**config.mk**
```make
export PLATFORM = sky130hd
export DESIGN_NAME = ogmm_axis_map
export DESIGN_NICKNAME = d
export VERILOG_FILES = /design/src/rtl/core/ogmm_pkg.sv /design/src/rtl/core/ogmm_axis_map.sv
export SDC_FILE = /design/constraint.sdc
export NUM_CORES = 1
export LEC_CHECK = 0
export ABC_CLOCK_PERIOD_IN_PS = 6910
export BUFFER_PORTS_ARGS = -buffer_cell sky130_fd_sc_hd__buf_2
export CORE_MARGIN = 4
export CORE_UTILIZATION = 34
export CTS_BUF_LIST = sky130_fd_sc_hd__clkbuf_2
export DETAILED_ROUTE_END_ITERATION = 8
export PLACE_DENSITY = 0.47
export RECOVER_POWER = 100
export SLEW_MARGIN = 20
export SYNTH_ARGS = -nofsm -noshare
export SYNTH_HDL_FRONTEND = slang
export SYNTH_SLANG_ARGS = --single-unit
```
**constraint.sdc**
```tcl
create_clock -name clk -period 6.91 [get_ports clk]
set_clock_uncertainty 0.2 [all_clocks]
set_input_delay 0.3455 -clock clk [delete_from_list [all_inputs] [get_ports clk]]
set_output_delay 0.3455 -clock clk [all_outputs]
set_load 0.03 [all_outputs]
```
**src/rtl/core/ogmm_pkg.sv**
```systemverilog
`timescale 1ns / 1ps
// ----------------------------------------------------------------------------
// ogmm_pkg
// Shared types, widths and codes of the occupancy grid min-merge core.
// ----------------------------------------------------------------------------
package ogmm_pkg;

    // Grid limits and coordinate format
    localparam int MAX_WIDTH_DEF   = 256;
    localparam int MAX_HEIGHT_DEF  = 256;
    localparam int COORD_FRAC_BITS = 16;

    // Fixed field widths
    localparam int ORG_W  = 32;                 // Q16.16 origin
    localparam int IDX_W  = 12;                 // source column / row
    localparam int CS_W   = 31;                 // cell size
    localparam int GRID_W = 9;                  // grid_width / grid_height registers
    localparam int SIZE_W = 13;                 // effective size, holds up to 4096
    localparam int PROD_W = SIZE_W + CS_W;      // product of size or index by cell size
    localparam int DW     = 46;                 // signed datapath of the axis unit
    localparam int CELL_W = 8;

    // Reset cell size: 0.05 m in the coordinate format, rounded
    localparam logic [CS_W-1:0] CELL_SIZE_RESET =
        CS_W'(((64'd1 << COORD_FRAC_BITS) + 64'd10) / 64'd20);

    // Cell values
    localparam logic signed [CELL_W-1:0] UNKNOWN_CELL = -8'sd1;
    localparam logic signed [CELL_W-1:0] CELL_MAX     = 8'sd100;

    // Request codes
    localparam logic [1:0] REQ_CLEAR = 2'd0;
    localparam logic [1:0] REQ_MERGE = 2'd1;
    localparam logic [1:0] REQ_READ  = 2'd2;
    localparam logic [1:0] REQ_NONE  = 2'd3;

    // Configuration register indexes
    localparam logic [2:0] REG_MERGED_ORIGIN_X = 3'd0;
    localparam logic [2:0] REG_MERGED_ORIGIN_Y = 3'd1;
    localparam logic [2:0] REG_CELL_SIZE       = 3'd2;
    localparam logic [2:0] REG_GRID_WIDTH      = 3'd3;
    localparam logic [2:0] REG_GRID_HEIGHT     = 3'd4;

    // Status of one axis mapping pass
    typedef struct packed {
        logic done;       // one-cycle pulse at the end of the pass
        logic in_range;   // coordinate lies inside [0, size) cells
    } map_status_t;

    // Bits needed to address n entries, at least one
    function automatic int addr_bits(int n);
        return (n > 1) ? $clog2(n) : 1;
    endfunction

endpackage

```
**src/rtl/core/ogmm_axis_map.sv**
```systemverilog
`timescale 1ns / 1ps
// ----------------------------------------------------------------------------
// ogmm_axis_map
// Maps one world coordinate to a merged grid index. A shared multiplier and
// one add/subtract unit are sequenced through offset, bound check and a
// restoring division, one quotient bit per cycle.
// ----------------------------------------------------------------------------
module ogmm_axis_map #(
    parameter int QW = 8
) (
    input  logic                                clk,
    input  logic                                rst_n,
    input  logic                                start,
    input  logic signed [ogmm_pkg::ORG_W-1:0]   origin,
    input  logic        [ogmm_pkg::IDX_W-1:0]   idx,
    input  logic signed [ogmm_pkg::ORG_W-1:0]   merged_org,
    input  logic        [ogmm_pkg::SIZE_W-1:0]  size,
    input  logic        [ogmm_pkg::CS_W-1:0]    cs,
    output ogmm_pkg::map_status_t               status,
    output logic        [QW-1:0]                quot
);

    localparam int DW     = ogmm_pkg::DW;
    localparam int PROD_W = ogmm_pkg::PROD_W;
    localparam int ORG_W  = ogmm_pkg::ORG_W;
    localparam int CS_W   = ogmm_pkg::CS_W;
    localparam int SIZE_W = ogmm_pkg::SIZE_W;
    localparam int CNT_W  = ogmm_pkg::addr_bits(QW);

    localparam logic [2:0] M_IDLE     = 3'd0;
    localparam logic [2:0] M_MUL_IDX  = 3'd1;
    localparam logic [2:0] M_ADD      = 3'd2;
    localparam logic [2:0] M_SUB      = 3'd3;
    localparam logic [2:0] M_MUL_SIZE = 3'd4;
    localparam logic [2:0] M_CMP      = 3'd5;
    localparam logic [2:0] M_DIV      = 3'd6;

    logic [2:0]             state_reg;
    logic [PROD_W-1:0]      prod_reg;
    logic signed [DW-1:0]   acc_reg;
    logic [DW-1:0]          div_reg;
    logic [CNT_W-1:0]       cnt_reg;
    logic [QW-1:0]          quot_reg;
    logic                   done_reg;
    logic                   ok_reg;

    logic [SIZE_W-1:0]      mul_a;
    logic [PROD_W-1:0]      mul_y;
    logic signed [DW-1:0]   alu_a;
    logic signed [DW-1:0]   alu_b;
    logic                   alu_sub;
    logic signed [DW-1:0]   alu_y;
    logic                   div_last;

    // Shared multiplier: index or size times cell size
    assign mul_a = (state_reg == M_MUL_SIZE) ? size : SIZE_W'(idx);
    assign mul_y = PROD_W'(mul_a) * PROD_W'(cs);

    // Shared add/subtract unit, operands chosen by the sequencer
    always_comb
    begin
        alu_a   = acc_reg;
        alu_b   = '0;
        alu_sub = 1'b1;
        unique case (state_reg)
            M_ADD:
            begin
                alu_a   = {{(DW-ORG_W){origin[ORG_W-1]}}, origin};
                alu_b   = {{(DW-PROD_W){1'b0}}, prod_reg};
                alu_sub = 1'b0;
            end
            M_SUB:   alu_b = {{(DW-ORG_W){merged_org[ORG_W-1]}}, merged_org};
            M_CMP:   alu_b = {{(DW-PROD_W){1'b0}}, prod_reg};
            M_DIV:   alu_b = div_reg;
            default: alu_b = '0;
        endcase
    end

    assign alu_y    = alu_a + (alu_b ^ {DW{alu_sub}}) + DW'(alu_sub);
    assign div_last = (cnt_reg == CNT_W'(QW - 1));

    // Sequencer and datapath registers
    always_ff @(posedge clk or negedge rst_n)
    begin
        if (!rst_n)
        begin
            state_reg <= M_IDLE;
            done_reg  <= 1'b0;
            ok_reg    <= 1'b0;
            cnt_reg   <= '0;
        end
        else
        begin
            done_reg <= 1'b0;
            unique case (state_reg)
                M_IDLE:
                begin
                    if (start)
                    begin
                        state_reg <= M_MUL_IDX;
                    end
                end
                M_MUL_IDX:  state_reg <= M_ADD;
                M_ADD:      state_reg <= M_SUB;
                M_SUB:      state_reg <= M_MUL_SIZE;
                M_MUL_SIZE: state_reg <= M_CMP;
                M_CMP:
                begin
                    // in range when 0 <= offset < size * cell size
                    if (acc_reg[DW-1] || !alu_y[DW-1])
                    begin
                        ok_reg    <= 1'b0;
                        done_reg  <= 1'b1;
                        state_reg <= M_IDLE;
                    end
                    else
                    begin
                        cnt_reg   <= '0;
                        state_reg <= M_DIV;
                    end
                end
                M_DIV:
                begin
                    cnt_reg <= cnt_reg + CNT_W'(1);
                    if (div_last)
                    begin
                        ok_reg    <= 1'b1;
                        done_reg  <= 1'b1;
                        state_reg <= M_IDLE;
                    end
                end
                default: state_reg <= M_IDLE;
            endcase
        end
    end

    // Payload: product, accumulator / remainder, divisor, quotient
    always_ff @(posedge clk)
    begin
        if (state_reg == M_MUL_IDX || state_reg == M_MUL_SIZE)
        begin
            prod_reg <= mul_y;
        end
        if (state_reg == M_ADD || state_reg == M_SUB)
        begin
            acc_reg <= alu_y;
        end
        if (state_reg == M_CMP)
        begin
            div_reg  <= {{(DW-CS_W){1'b0}}, cs} << (QW - 1);
            quot_reg <= '0;
        end
        if (state_reg == M_DIV)
        begin
            // restoring step: keep the difference when it stays non-negative
            if (!alu_y[DW-1])
            begin
                acc_reg <= alu_y;
            end
            quot_reg <= (quot_reg << 1) | QW'(!alu_y[DW-1]);
            div_reg  <= div_reg >> 1;
        end
    end

    assign status.done     = done_reg;
    assign status.in_range = ok_reg;
    assign quot            = quot_reg;

endmodule

```
==> flow_summary.toml, run 1 <==
[critical_path]
crit_required_ps = 7310
cp_top_family = "adder cells"
cp-end-kind = "flip-flop"
cp-start-kind = "flip-flop"
crit_path_end = "prod_reg[36]"
cp_max_fo = 8
r2r_cells = 25
critPathSlowestCell = "fa_1"
worstPathArrival_ps = 7240
r2r_setup_slack_ps = 70
cp_common_cell = "fa_1"
r2r-start = "state_reg[0]"
critPathKind = "reg -> reg"
reg2reg_to = "prod_reg[36]"
crit_buf_inv = 6
critical_path_depth = 25
crit_start = "state_reg[0]"
cpPeakStageDelay_ps = 560

[logic_synthesis]
syn_nets = 3024
ys.flop_type = "edfxtp_1"
synth.avg_cell_area_um2 = 9.06
synth-edff-count = 90
synth_cell_types = 76
syn_area_um2 = 22200
async_reset_ff_frac = 0.0556
synth_top_area_cell = "fa_1"
synth_top_area_frac = 0.289
yosysSeqAreaShare = 0.172
netlist_instances = 2446
yosys_register_bits = 144
synth_area_leaders = "fa_1 (29%), edfxtp_1 (12%), ha_1 (7.6%)"
ys_warn_count = 0

[placed_design]
gp_congestion = 0.885
dpl-instance-area_um2 = 24300
dpl.hpwl_mm = 51.9
io_buffers = 132
dp_slack_ps = -183

[floorplanning]
die_h_um = 263
pin_count = 133
core_area_um2 = 64500
initial_core_util = 0.344
dieArea_um2 = 69400
num_rows = 93
die_w_um = 263

[sta]
final_hold_viol_count = 0
worst_pin_slew_ps = 2570
rsz0062_at_grt = "true"
min_period_over_period = 0.990
setup_viol = 0
fmax_mhz = 146
finalSetupTns_ps = 0
finalWorstSetupSlack_ps = 66.2
post-route-min-period_ps = 6840
maxSlewViolCount = 129
max_slew_margin = -0.712

[detailed_routing]
drt_wl_total_mm = 65.0
wl_per_cell_um = 18.6
drtIter0Drc = 1078
via_per_inst = 5.03
drt-pass1-iter-count = 7
drtAntennaViolNets = 0
drc_errors = 0
vias = 17599

[cells_and_area]
final_area_um2 = 25500
nFillCells = 6525
drive_gt1_frac = 0.175
regArea_um2 = 3830
nNetsFinal = 3207
largest_reg_flops = 46
area_delta_synth_final_pct = 14.8
multi_input_area_um2 = 16700

[cts]
cts_tree = "done"
clockBufferDepth = 2
cts-htree-levels = 4
clock-sinks = 144
clk_pin_slew_worst_paths_ps = 220
clock_latency_ps = 830
clock-root-buffer = "clkbuf_2"
cts_inserted_buffers = 17

[status]
violations = "max-capacitance violations, max-slew violations"
status = "finished with violations"

[worst_hold_path]
min_path_type = "in -> reg"

[job]
drv_cap = 3

[grt]
grt_pass1_vias = 18776
grt_pass1_wl_mm = 104
overflow = 0
grt_use_total = 0.185
antenna_found_initial = 3
grt_start_max_net_pins = 87
==> cells in the final DEF, fill, tap and decap left out, types with 37 or more instances in the layout <==
cell type        n
buf_2          121
mux2_2          99
a22oi_1         44
dfxtp_1         46
buf_4          113
inv_1          404
ha_1           123
a21oi_1         81
nor2_1          40
a22o_1          37
dlygate4sd3_1   47
xnor2_1         48
o21ai_0         86
edfxtp_1        90
and2_1         157
a21o_1          51
nand2_1        316
and3_1          50
fa_1           315
==> routing by layer <==
metal / wire [um] / share of wire / vias up / GRT usage
met4: 793 / 0.012 / 0 / 0.0334
met3: 2880 / 0.044 / 58 / 0.0203
met2: 29700 / 0.46 / 429 / 0.299
met1: 31600 / 0.49 / 8789 / 0.273
met5: 0 / 0 / - / 0
li1: - / - / 8323 / -
==> metrics by stage <==
stage,utilization,hold slack (ps),std cells
2_1_floorplan,-,-150,2446
3_3_place_gp,0.377,14.9,3404
3_5_place_dp,0.377,26.8,3404
4_1_cts,0.391,11.9,3493
5_1_grt,0.395,56.3,3499
6_report,0.395,86.1,3499
==> area by class of cell <==
type	instances	share of cell area
clock inverters	13	0.00462
clock buffers	19	0.00374
inverters	407	0.0600
well taps	855	0.0420
flip-flops and latches	144	0.150
multi-input cells	1754	0.655
diodes	2	0.000197
repair buffers	305	0.0845
==> synthesized netlist by cell type, types with 5 or more instances <==
cell type and instances:
nand3_1 27, nand4_1 9, o21ai_1 5, o21a_1 11, and3_1 50, xnor2_1 50
a22oi_1 44, o21bai_1 18, dfxtp_1 46, o21ai_0 92, xor2_1 28, a21oi_1 90
a21o_1 51, buf_4 6, inv_1 407, a31oi_1 17, and2_1 161, a211o_1 6
a22o_1 37, fa_1 320, nor2b_1 15, nor3_1 15, a211oi_1 10, o22ai_1 5
dfrtp_1 8, nor2_1 45, mux2_2 109, o211ai_1 8, nand2_1 317, edfxtp_1 90
clkbuf_1 126, ha_1 135
==> worst reg2reg max path, stage by stage, from the launching register on <==
cell and delay [ps]:
dfrtp_2 440, nand2b_4 150, nor2_4 110, buf_12 150, mux2_4 370, buf_12 150
and2_4 160, fa_1 520, inv_1 50, fa_1 470, inv_1 50, fa_1 500
fa_1 560, inv_1 50, fa_1 490, inv_2 50, ha_4 210, a21o_1 180
o21bai_1 160, a311o_1 360, a221oi_2 310, o21ai_4 110, a221o_1 370, a31oi_2 240
o21ai_1 90, xor2_1 140
==> cells by family after synthesis <==
family / after synthesis / share of synthesized area
buffers and inverters: 548 / 0.0944
and+or+nand+nor: 667 / 0.147
DFF: 144 / 0.172
adders and majority gates: 455 / 0.365
xor gates and xnor gates: 78 / 0.0308
muxes: 112 / 0.0568
AOI/OAI and AO/OA: 442 / 0.134
==> worst min path at each step <==
| stage | from | end | slack [ps] | cells after the start |
|---|---|---|---|---|
| floorplan | rst_n | cnt_reg[0] | -150 | 0 |
| global placement | rst_n | done_reg | 10 | 1 |
| detailed placement | rst_n | done_reg | 30 | 1 |
| CTS | merged_org[0] | acc_reg[0] | 10 | 4 |
| global route | origin[8] | acc_reg[8] | 60 | 5 |
| finish | merged_org[0] | acc_reg[0] | 90 | 4 |
==> repair_timing <==
| item | CTS | global route |
|---|---|---|
| cloned | 1 | 1 |
| hold buffers | 47 | 0 |
| buffers inserted | 9 | 6 |
| setup endpoints to repair | 9 | 17 |
| endpoints found under the hold margin | 53 | 0 |
| gates resized for setup | 28 | 49 |
| pin swaps | 12 | 22 |
Power of run 1 is left out: the tool's default activity adds up to more than one toggle a clock period on the data nets, which glitch-free logic cannot reach.
==> inputs of run 2 (changes only) <==
CELL_PAD_IN_SITES_DETAIL_PLACEMENT = 1   (was default)
CELL_PAD_IN_SITES_GLOBAL_PLACEMENT = 1   (was default)
PLACE_DENSITY = 0.59   (was 0.47)
RECOVER_POWER = default   (was 100)
==> run 2 against run 1 <==
Effect of this change:
- fmax shrank 0.30%
- largest cell class unchanged
- count of clock-buffer cells in the layout grew 1
- critical endpoint is now prod_reg[40]
- final cell count grew 0.60%
- critical path depth shrank 2
- sequential share of layout area shrank 0.21 points
- the run now ends clean
- via count grew 2.1%
- highest routed layer unchanged
- utilization grew 0.55 points
- die area is the same
==> flow_summary.toml, run 2 (synthesis results as in run 1) <==
[status]
status = "finished, final reports clean"

[placed_design]
gp_congestion = 0.869
io_buffers = 132
dpl.hpwl_mm = 55.4
dp_slack_ps = -313

[detailed_routing]
drtIter0Drc = 870
drt-pass1-iter-count = 5
wl_per_cell_um = 19.9
drt_wl_total_mm = 70.1
via_per_inst = 5.10
drtAntennaViolNets = 0
vias = 17961
drc_errors = 0

[cts]
clock_latency_ps = 810
clock-sinks = 144
cts_inserted_buffers = 17
clk_pin_slew_worst_paths_ps = 230
cts_tree = "done"
cts-htree-levels = 4
clock-root-buffer = "clkbuf_2"
clockBufferDepth = 2

[grt]
grt_pass1_wl_mm = 110
antenna_found_initial = 2
grt_pass1_vias = 19858
overflow = 0
grt_use_total = 0.197
grt_start_max_net_pins = 87

[critical_path]
crit_required_ps = 7360
critPathKind = "reg -> reg"
cp-end-kind = "flip-flop"
r2r_setup_slack_ps = 50
worstPathArrival_ps = 7320
cp_max_fo = 7
cp-start-kind = "flip-flop"

[sta]
finalWorstSetupSlack_ps = 45.6
setup_viol = 0
post-route-min-period_ps = 6860
maxSlewViolCount = 0
fmax_mhz = 146
rsz0062_at_grt = "true"
final_hold_viol_count = 0
max_slew_margin = 0.466
min_period_over_period = 0.993
worst_pin_slew_ps = 801

[cells_and_area]
drive_gt1_frac = 0.193
area_delta_synth_final_pct = 16.4
largest_reg_flops = 46
final_common_cell = "inv_1"
multi_input_area_um2 = 16800
regArea_um2 = 3830
nNetsFinal = 3229
final_cell_mix = "inv_1 (399), nand2_1 (315), fa_1 (307)"
nFillCells = 7489
final_util = 0.400

[worst_hold_path]
min_path_type = "in -> reg"

[floorplanning]
pin_count = 133
initial_core_util = 0.344
dieArea_um2 = 69400
die_w_um = 263
die_h_um = 263
core_area_um2 = 64500
num_rows = 93

[job]
drv_cap = 0
-- run 2: final cells by class --
type,count,share of cell area
clock buffer,20,0.00388
antenna,1,0.0000970
sequential,144,0.148
multi-input combinational,1760,0.651
tap,855,0.0415
timing repair buffer,321,0.0919
inverter,407,0.0592
clock inverter,12,0.00431
-- run 2: worst paths after layout --
path | start | endpoint | cells after the start
max | state_reg[0] | prod_reg[40] | 23
max reg2reg | state_reg[0] | prod_reg[40] | 23
max in group asynchronous | rst_n | state_reg[2] | 3
min | origin[29] | acc_reg[29] | 5
min reg2reg | acc_reg[40] | acc_reg[40] | 2
min in group asynchronous | rst_n | done_reg | 3
-- run 2: critical path, cell delays in order (launching register included) --
cell       delay [ps]
dfrtp_2           450
nand2b_4          150
nor2_4            170
buf_12            160
mux2_4            360
clkbuf_16         180
and2_1            170
fa_1              500
inv_1              50
fa_1              470
inv_1              50
fa_1              510
fa_1              590
fa_1              440
ha_1              440
nand2_1           140
a21oi_1           320
a221oi_4          120
and2_4            190
o21ai_4           150
a221o_1           240
a21oi_2            90
or4b_1            470
o2111ai_1         100
-- run 2: timing repair --
item	4_1_cts	5_1_grt
gates cloned	3	6
hold buffers	54	0
setup endpoints to repair	13	19
gates resized for setup	49	60
endpoints found under the hold margin	59	0
buffers inserted	10	12
pin swaps	21	37
-- run 2: metrics by stage --
| step | area (um^2) | TNS [ps] | std cells | hold slack [ps] |
|---|---|---|---|---|
| after CTS | 25400 | -14.8 | 3503 | 0.887 |
| final | 25800 | 0 | 3520 | 125 |
| after global routing | 25800 | -1150 | 3520 | 81.7 |
| after detailed placement | 24300 | -1860 | 3404 | 22.2 |
| after floorplan | 22200 | 0 | 2446 | -150 |
| after global placement | 24300 | -575 | 3404 | 12.8 |
-- run 2: per-layer routing --
metal	share of wire	up-vias	routed length, um	global-route usage
met3	0.030	62	2090	0.0171
met2	0.48	312	33700	0.334
li1	-	8377	-	-
met5	0	-	0	0
met1	0.47	9210	33200	0.278
met4	0.016	0	1110	0.0385
Power of run 2 is left out for the same reason.
